## src/hdl/baemp_pkg.sv

```systemverilog
// ----------------------------------------------------------------------------
// baemp_pkg: shared definitions for the binary arithmetic encoder
// Widths, interval constants and the controller/datapath interface structs.
// ----------------------------------------------------------------------------
package baemp_pkg;

	// Interval, probability and pending counter widths.
	localparam int RANGE_BITS = 32;
	localparam int PROB_W     = 32;
	localparam int PEND_W     = 16;
	localparam int RUN_W      = 16;
	localparam int CNT_W      = $clog2(RANGE_BITS + 1);

	// Stream payload widths, padded to whole bytes.
	localparam int IN_FIELDS_W  = 2 * PROB_W + 1;
	localparam int IN_DATA_W    = ((IN_FIELDS_W + 7) / 8) * 8;
	localparam int OUT_FIELDS_W = 1 + RUN_W + PROB_W;
	localparam int OUT_DATA_W   = ((OUT_FIELDS_W + 7) / 8) * 8;

	// Interval landmarks.
	localparam logic [RANGE_BITS-1:0] R_MAX   = '1;
	localparam logic [RANGE_BITS-1:0] R_HALF  = {1'b1, {(RANGE_BITS - 1){1'b0}}};
	localparam logic [RANGE_BITS-1:0] R_QUAR  = {2'b01, {(RANGE_BITS - 2){1'b0}}};
	localparam logic [RANGE_BITS-1:0] R_3QUAR = {2'b11, {(RANGE_BITS - 2){1'b0}}};
	localparam logic [PEND_W-1:0]     PEND_MAX = '1;
	localparam logic [RUN_W-1:0]      RUN_MAX  = '1;

	// Commands from the controller to the datapath.
	typedef struct packed {
		logic load;     // item accepted this cycle
		logic mul;      // form both products
		logic update;   // apply the split point
		logic step;     // one renormalization shift
		logic flush;    // emit the terminating bit
	} baemp_cmd_t;

	// Status from the datapath to the controller.
	typedef struct packed {
		logic shift;     // some renormalization case applies
		logic emit;      // that case emits a code bit
		logic out_free;  // output register can take a result this cycle
		logic chunk_end; // current item closes its chunk
	} baemp_sts_t;

	// Pending count as reported, saturated to the run length width.
	function automatic logic [RUN_W-1:0] sat_run(input logic [PEND_W-1:0] pend);
		logic [31:0] wide;
		wide = 32'(pend);
		return (wide > 32'(RUN_MAX)) ? RUN_MAX : wide[RUN_W-1:0];
	endfunction

endpackage

```

## src/hdl/baemp_ctrl.sv

```systemverilog
// ----------------------------------------------------------------------------
// baemp_ctrl: sequencer of the binary arithmetic encoder
// Steps each item through multiply, update and renormalization, and a closing item through flush.
// ----------------------------------------------------------------------------
module baemp_ctrl import baemp_pkg::*; (
	input  logic       clk,
	input  logic       arst_n,
	input  logic       s_tvalid,
	input  baemp_sts_t sts,
	output logic       s_tready,
	output baemp_cmd_t cmd
);

	typedef enum logic [2:0] {
		ST_IDLE,
		ST_MUL,
		ST_UPD,
		ST_RENORM,
		ST_FLUSH
	} state_t;

	state_t             state_q;
	state_t             state_nxt;
	logic               rdy_q;
	logic [CNT_W-1:0]   cnt_q;
	logic               renorm_done;
	logic               renorm_stall;

	// Renormalization ends after the shift limit or when no case applies.
	assign renorm_done  = (cnt_q == CNT_W'(RANGE_BITS)) || !sts.shift;
	assign renorm_stall = sts.emit && !sts.out_free;

	// Commands decoded from the current state and datapath status.
	always_comb begin
		cmd         = '0;
		state_nxt   = state_q;
		unique case (state_q)
			ST_IDLE: begin
				cmd.load = s_tvalid && rdy_q;
				if (cmd.load) begin
					state_nxt = ST_MUL;
				end
			end
			ST_MUL: begin
				cmd.mul   = 1'b1;
				state_nxt = ST_UPD;
			end
			ST_UPD: begin
				cmd.update = 1'b1;
				state_nxt  = ST_RENORM;
			end
			ST_RENORM: begin
				if (renorm_done) begin
					state_nxt = sts.chunk_end ? ST_FLUSH : ST_IDLE;
				end else if (!renorm_stall) begin
					cmd.step = 1'b1;
				end
			end
			ST_FLUSH: begin
				if (sts.out_free) begin
					cmd.flush = 1'b1;
					state_nxt = ST_IDLE;
				end
			end
			default: begin
				state_nxt = ST_IDLE;
			end
		endcase
	end

	// State, shift counter and registered ready.
	always_ff @(posedge clk or negedge arst_n) begin
		if (!arst_n) begin
			state_q <= ST_IDLE;
			rdy_q   <= 1'b1;
			cnt_q   <= '0;
		end else begin
			state_q <= state_nxt;
			rdy_q   <= (state_nxt == ST_IDLE);
			if (cmd.update) begin
				cnt_q <= '0;
			end else if (cmd.step) begin
				cnt_q <= cnt_q + 1'b1;
			end
		end
	end

	assign s_tready = rdy_q;

endmodule

```

## config.mk

```make
export PLATFORM = sky130hd
export DESIGN_NAME = baemp_ctrl
export DESIGN_NICKNAME = d
export VERILOG_FILES = /design/src/hdl/baemp_pkg.sv /design/src/hdl/baemp_ctrl.sv
export SDC_FILE = /design/constraint.sdc
export NUM_CORES = 1
export LEC_CHECK = 0
export ABC_AREA = 1
export BUFFER_PORTS_ARGS = -buffer_cell sky130_fd_sc_hd__buf_2
export CORE_ASPECT_RATIO = 1.2
export CORE_MARGIN = 2
export CORE_UTILIZATION = 30
export CTS_CLUSTER_SIZE = 30
export DETAILED_ROUTE_END_ITERATION = 10
export SYNTH_ARGS = -nofsm -noshare
export SYNTH_HDL_FRONTEND = slang
export SYNTH_SLANG_ARGS = --single-unit
```

## constraint.sdc

```tcl
create_clock -name clk -period 1.6 [get_ports clk]
set_input_delay 0.32 -clock clk [delete_from_list [all_inputs] [get_ports clk]]
set_output_delay 0.32 -clock clk [all_outputs]
set_load 0.1 [all_outputs]
```

# Word level (Yosys, flattened, before mapping)
# Index checks and enable logic that the tools add are counted.
[word_totals]
regBits = 10
latch_bits = 0
ramBits = 0
mem_bits_ro = 0
inputBits = 7
word_cells = 32
mem_count = 0
[classes]
n_addsub = 1
mul = 0
div_mod_pow = 0
n_lt_le_gt_ge = 0
eq_ne = 5
shifts = 0
muxes = 15
n_bitwise = 0
n_reduce_logical = 8
[op_table]
columns = ["op", "n"]
rows = [
  ["$pmux 3 s5", 1],
  ["$mux 3", 4],
  ["$mux 6", 2],
  ["$mux 1", 8],
  ["$add 6x1->6 const B", 1],
  ["$eq 3x2->1 const B", 2],
  ["$eq 6x6->1 const B", 1],
  ["$logic_not 3->1", 2],
  ["$eq 3x1->1 const B", 1],
  ["$eq 3x3->1 const B", 1],
  ["$logic_and 1x1->1", 2],
  ["$logic_not 1->1", 2],
  ["$reduce_bool 2->1", 1],
  ["$logic_or 1x1->1", 1],
]

# Longest topological paths before layout
# Gate-level depths: netlist (run 1).
[depth]
ltp_word = 7
mapped_depth = 9
ltp_nobuf = 9

# Worst setup path before layout (run 1)
# OpenSTA, ideal clock, no wires.
[synth_timing]
path_kind = "register to output"
startpoint = "register state_q[1]"
endpoint = "output cmd[0] in the netlist's numbering"
t_arrival_ps = 3352
required_ps = 1280
setup_slack_ps = -2072
stages_incl_launch_ff = 2
path_buffers = 0
cell_sequence = "dfrtp_1 -> nor4_1"
[synth_rtl]
columns = ["element", "line", "text"]
rows = [
  ["from (decl)", "baemp_ctrl.sv:22", "state_t state_q;"],
  ["from (signal assigned)", "baemp_ctrl.sv:78", "state_q <= state_nxt;"],
  ["to (decl)", "baemp_ctrl.sv:11", "output baemp_cmd_t cmd"],
]

==> flow_metrics.tcl, run 1 <==
set metrics [dict create \
    ir_drop_uv 1362 \
    h-tree-depth 1 \
    first_iter_violations 10 \
    start_kind "flop" \
    powerDensity_nw_per_um2 1943 \
    fin_crit_sh 1.059 \
    cts_buffers 3 \
    finalPower_uw 2023 \
    critPathBufInv 4 \
    grt_max_degree 11 \
    die_h_um 53.88 \
    dp_hpwl_mm 1.049 \
    ys.flop_type "dfrtp_1" \
    gp_congestion 0.7753 \
    grt_pass1_vias 555 \
    violations "setup timing" \
    num_rows 18 \
    synth_cell_types 18 \
    cp-endpoint "cmd[1]" \
    worstSkewPairLatency_ns 0.26 \
    core_um2 2004 \
    worst_slack_ns -0.09459 \
    nFillCells 177 \
    crit_path_top_delay_cell "dfrtp_1" \
    hp-class "input pin to flop" \
    avgRoutedWirePerCell_um 10.69 \
    drive_gt1_frac 0.4912 \
    vias_per_cell 4.739 \
    async_flop_share 1.000 \
    synth_area_leaders "dfrtp_1 (36%), nand2_1 (16%), nand3_1 (10%), nor2_1 (7.2%), inv_1 (4.8%)" \
    io_pins 13 \
    status "finished, violations left" \
    areaGrowthSynthToFinish_pct 67.40 \
    max_freq_mhz 590.1 \
    grt_usage 0.1391 \
    clock_skew_ns 0.0003612 \
    worst_pin_slew_ns 0.2579 \
    grt_pass1_wl_mm 2.380 \
    syn_nets 93 \
    required_ns 1.28 \
    dr.pass1.iters 4 \
    clkTransAtPathRegs_ns 0.07 \
    cts-root-buf "clkbuf_4" \
    worstSetupPathType "flop to output port" \
    cp_max_fo 2 \
    max_stage_delay_ns 0.39 \
    cp_top_family "flip-flops" \
    drc 0 \
    synth-edff-count 0 \
    cts_tree "yes" \
    arrival_ns 1.37 \
    r2r_end "cnt_q[0]" \
    start_util 0.3102 \
    ys_seq_area_frac 0.4044 \
    cp_common_cell "inv_2" \
    routed_wl_mm 1.433 \
    vias 635 \
    post-route-util 0.5194 \
    ys_seq_elements 10 \
    post-route-min-period_ns 1.695 \
    relSlewSlack 0.8268 \
    die_x_um 45.56 \
    antenna_found_initial 0 \
    yosysTopAreaCellShare 0.3622 \
    n_antenna_cell 0 \
    worstRegToRegCells 11 \
    final-hold-violation-count 0 \
    clk_path_buf_depth 2 \
    crit_path_end_kind "output port" \
    maxSlewViolCount 0 \
    setup_viol 3 \
    antenna_left 0 \
    synth_cells 84 \
    r2r-start "cnt_q[0]" \
    worstHoldStart "sts[0]" \
    fin_nets 124 \
    crit_chain "inv_2, ha_4, nand2_2, inv_2, nand3_2, nand4_4, clkinv_4, buf_12" \
    clock_sinks 10 \
    yosys_warnings 0 \
    portBuffers 12 \
    crit_start "cnt_q[0]" \
    yosysTopAreaCell "dfrtp_1" \
    regToRegSetupSlack_ns 0.07 \
    die-area_um2 2455 \
    rsz0062_at_grt "yes" \
    avgSynthCellArea_um2 7.403 \
    maxCapViolations 0 \
    design_area_um2 1041 \
    crit_cells 8 \
    placed_area_um2 874.6 \
    grt-ovfl-total 0 \
    p_leak_uw 0.0004989 \
    netlist_area_um2 621.8 \
]
## final cells by class
class,count,area [µm²],share of cell area
tap,20,25.02,0.02404
multi-input combinational,64,414.1,0.3978
inverter,10,45.04,0.04327
timing repair buffer,26,261.5,0.2512
sequential,10,259.0,0.2488
clock buffer,4,36.28,0.03486
## Yosys cell counts (all sizes together), types with 2 or more instances
cell    n
dfrtp   9
xor2    2
inv     9
ha      2
nand3  13
nand2  28
nor2   13
## state kept, by name, summed over array words and instances, names as in the netlist
name and cells:
cnt_q 6, s_tready 1, state_q 3
## how the worst min path moves through the flow
stage	end	slack (ns)	cells past startpoint
6_report	state_q[2]	0.31	3
5_1_grt	state_q[2]	0.31	3
4_1_cts	state_q[2]	0.30	3
3_5_place_dp	cnt_q[0]	0.19	1
3_3_place_gp	cnt_q[0]	0.19	1
2_1_floorplan	cnt_q[0]	0.02	0
## kinds of logic after synthesis
group,after synthesis,synth area share
AO/OA/AOI/OAI,2,0.02012
adder cells (fa/ha/maj),2,0.04024
flip-flops,10,0.4044
buffers and inverters,10,0.06035
AND/OR/NAND/NOR,57,0.4326
XOR/XNOR,3,0.04226
## per-layer routing
| layer | routed length (µm) | vias to the layer above | global-route usage |
|---|---|---|---|
| met5 | 0 | - | 0 |
| met4 | 25 | 0 | 0.09314 |
| met3 | 51 | 2 | 0.03691 |
| met2 | 763 | 15 | 0.2113 |
| met1 | 593 | 292 | 0.1694 |
| li1 | - | 326 | - |
## stage by stage
step | setup TNS (ns) | hold slack (ns) | std cells | setup slack [ns]
after floorplan | -1.010 | 0.02441 | 84 | -0.2783
after global placement | 0 | 0.1882 | 120 | 0.1360
after detailed placement | 0 | 0.1948 | 120 | 0.1051
after CTS | -0.1411 | 0.3028 | 130 | -0.08546
after global routing | -0.5386 | 0.3052 | 134 | -0.1747
final | -0.1535 | 0.3083 | 134 | -0.09459
## layout by cell type (no fill, tap or decap), types with 4 or more instances in the layout
master	n
dfrtp_1	6
nand2_1	21
inv_2	4
nand2_2	5
inv_1	4
buf_12	6
nor2_1	8
buf_2	6
nand3_1	12
buf_4	12
## worst reg2reg max path: cells and delay by family, from the launching register on
kind                     cells  cell delay (ns)
buffers and inverters        5             0.52
AND/OR/NAND/NOR              5             0.39
flip-flops                   1             0.36
adder cells (fa/ha/maj)      1             0.15
## report_power, final
part	switching, µW	internal, µW	total, µW
combinational	791	525	1320
sequential	128	351	480
clock	89.0	138	227
## what timing repair did
action	4_1_cts	5_1_grt
gates cloned	0	0
gates resized for setup	10	8
buffers inserted	5	4
setup endpoints to repair	5	5
hold endpoints to repair	9	0
pin swaps	5	5
hold buffers	1	0
Note: power is estimated with default switching activity, not from simulation.
==> run 2: changes to the inputs <==
==> config.mk (replaced) <==
export PLATFORM = sky130hd
export DESIGN_NAME = baemp_ctrl
export DESIGN_NICKNAME = d
export VERILOG_FILES = /design/src/hdl/baemp_pkg.sv /design/src/hdl/baemp_ctrl.sv
export SDC_FILE = /design/constraint.sdc
export NUM_CORES = 1
export LEC_CHECK = 0
export BUFFER_PORTS_ARGS = -buffer_cell sky130_fd_sc_hd__buf_2
export CORE_AREA = 2 2 39 41
export CTS_CLUSTER_SIZE = 30
export DETAILED_ROUTE_END_ITERATION = 10
export DIE_AREA = 0 0 41 43
export PLACE_DENSITY = 0.66
export SYNTH_ARGS = -nofsm -noshare
export SYNTH_HDL_FRONTEND = slang
export SYNTH_SLANG_ARGS = --single-unit
==> run 2 against run 1 <==
  * The flow still finishes with violations (setup timing)
  * Count of clock-buffer cells in the layout is the same
  * Register-to-register slack lost 0.09 ns
  * Final area shrank 2.2%
  * Flip-flop and latch count is the same
  * Total power shrank 1.5%
  * Sequential share of layout area grew 0.43 points
  * Non-clock buffer count grew 3
  * Routed wire length grew 14%
  * Sequential power shrank 12%
  * Core utilization grew 22 points
  * Critical endpoint unchanged
  * Largest power group unchanged
==> flow_metrics.tcl, run 2 <==
set metrics [dict create \
    cts_tree "yes" \
    antenna_left 0 \
    clk_path_buf_depth 2 \
    grt_pass1_vias 547 \
    max_stage_delay_ns 0.37 \
    status "finished, violations left" \
    required_ns 1.28 \
    yosysTopAreaCell "dfrtp_1" \
    clock_skew_ns 0.003094 \
    start_util 0.4177 \
    clkPwrFrac 0.092 \
    hp-class "input pin to flop" \
    synth_area_leaders "dfrtp_1 (39%), xnor2_1 (6.1%), a2111oi_4 (4.8%), dfstp_2 (4.5%), ha_1 (4.3%)" \
    sw_frac_of_total 0.4645 \
    dp_hpwl_mm 1.025 \
    drc 0 \
    num_rows 14 \
    p_int_uw 1067 \
    rsz0062_at_grt "yes" \
    p_sw_uw 926.0 \
    yosysTopAreaCellShare 0.3896 \
    setup_viol 6 \
    crit_chain "inv_1, ha_2, nor3b_4, a2111oi_4, buf_12" \
    synth_most_common_cell "dfrtp_1" \
    comb_power_share 0.695 \
    critPathBufInv 2 \
    synth_cell_types 25 \
    netlist_area_um2 578.1 \
    ys_seq_elements 10 \
    post-route-min-period_ns 1.922 \
    maxSlewViolCount 0 \
    fin_nets 101 \
    dr.pass1.iters 4 \
    final_common_cell "buf_4" \
    final-hold-violation-count 0 \
    avgSynthCellArea_um2 9.798 \
    synth-edff-count 0 \
    grt_max_degree 11 \
    ir_drop_uv 1047 \
    cp_top_family "flip-flops" \
    max_freq_mhz 520.2 \
    worst_pin_slew_ns 0.3824 \
    regMostFlops "cnt_q" \
    gp_congestion 0.7724 \
    powerDensity_nw_per_um2 1957 \
    crit_path_end_kind "output port" \
    relSlewSlack 0.7446 \
    fin_crit_sh 1.202 \
    core_um2 1384 \
    clock_sinks 10 \
    first_iter_violations 12 \
    die_x_um 41 \
    start_kind "flop" \
    fin_cells 107 \
    vias 565 \
    ys_top_cells_by_count "dfrtp_1 (9), nand2_1 (6), nor2_1 (6)" \
    seq_power_share 0.212 \
    place_inst 96 \
    p_leak_uw 0.0004501 \
    dpl_worst_slack_ns -0.01795 \
    io_pins 13 \
    cts-root-buf "clkbuf_4" \
    avgRoutedWirePerCell_um 15.26 \
    maxCapViolations 0 \
    timing.hold.ws_ns 0.3421 \
    async_flop_share 1.000 \
    worstSkewPairLatency_ns 0.26 \
    worst_slack_ns -0.3225 \
    largest_register_ffs 6 \
    final_cell_mix "buf_4 (15), dfrtp_1 (7), buf_2 (6), buf_12 (6)" \
    antenna_found_initial 0 \
    grt_usage 0.1921 \
    syn_nets 68 \
    portBuffers 12 \
    cp_max_fo 2 \
    h-tree-depth 1 \
    worstSetupPathType "flop to output port" \
    n_antenna_cell 0 \
    violations "setup timing" \
    fin_setup_tns_ns -0.4730 \
    cts_buffers 3 \
    ys.flop_type "dfrtp_1" \
    arrival_ns 1.60 \
    routed_wl_mm 1.633 \
    die-area_um2 1763 \
    synth_cells 59 \
    crit_path_top_delay_cell "dfrtp_1" \
    clkTransAtPathRegs_ns 0.07 \
    grt_pass1_wl_mm 2.263 \
    drive_gt1_frac 0.5824 \
    areaGrowthSynthToFinish_pct 76.19 \
    yosys_warnings 0 \
    die_h_um 43 \
    vias_per_cell 5.280 \
    grt-ovfl-total 0 \
    ys_seq_area_frac 0.4351 \
]
run 2: layout make-up:
| class | instances | area (µm²) |
|---|---|---|
| clock buffers | 4 | 26.28 |
| repair buffers | 29 | 284.0 |
| well taps | 16 | 20.02 |
| fillers | 105 | 365.4 |
| inverters | 4 | 15.01 |
| flip-flops and latches | 10 | 257.7 |
| multi-input cells | 44 | 415.4 |
run 2: power groups by stage:
stage | Clock [µW] | Combinational [µW] | Sequential [µW]
final | 184 | 1390 | 423
after CTS | 187 | 1160 | 427
after global placement | 0 | 1070 | 412
after floorplan | 0 | 576 | 501
after global routing | 201 | 1440 | 432
after detailed placement | 0 | 1090 | 418
run 2: worst paths after layout:
check                          from          to  slack, ns  depth (start not counted)
setup / recovery           cnt_q[0]      cmd[1]      -0.32                          5
hold / removal             s_tvalid  state_q[0]       0.34                          3
setup reg to reg           cnt_q[0]    cnt_q[2]      -0.02                          7
hold reg to reg            cnt_q[5]    cnt_q[5]       0.56                          2
max in group asynchronous    arst_n    s_tready       0.91                          2
min in group asynchronous    arst_n    cnt_q[3]       0.44                          2
run 2: worst reg2reg max path: stages, from the launching register on:
cell	delay, ns
dfrtp_1	0.37
inv_1	0.06
ha_2	0.16
nor3b_4	0.15
a2111oi_4	0.37
buf_4	0.22
nand2_2	0.06
mux2i_1	0.11
run 2: repair_timing:
item | 4_1_cts | 5_1_grt
gates resized for setup | 11 | 9
endpoints found under the hold margin | 9 | 0
setup endpoints to repair | 6 | 10
hold buffers | 1 | 0
buffers inserted | 2 | 7
pin swaps | 2 | 4
run 2: logic make-up (layout without fill, tap and decap cells):
| group | after synthesis | count (layout) | synth area share |
|---|---|---|---|
| compound gates | 6 | 6 | 0.09741 |
| buf+inv | 5 | 37 | 0.03245 |
| mux | 1 | 1 | 0.01732 |
| fa+ha+maj | 2 | 2 | 0.04328 |
| xor+xnor | 4 | 4 | 0.06060 |
| flops | 10 | 10 | 0.4351 |
| simple gates | 31 | 31 | 0.3139 |
run 2: metal layers:
metal,vias up,part of all wire,global-route usage
met5,-,0,0
met3,2,0.032,0.04712
met4,0,0.0037,0.06000
met1,276,0.43,0.2174
li1,272,-,-
met2,15,0.54,0.3313
run 2: per-stage QoR:
stage,utilization,total power (µW),instance area (µm²)
5_1_grt,0.7360,2071,1018
2_1_floorplan,-,1078,623.1
6_report,0.7360,1993,1018
3_5_place_dp,0.6239,1507,863.3
4_1_cts,0.6790,1779,939.7
3_3_place_gp,0.6239,1483,863.3
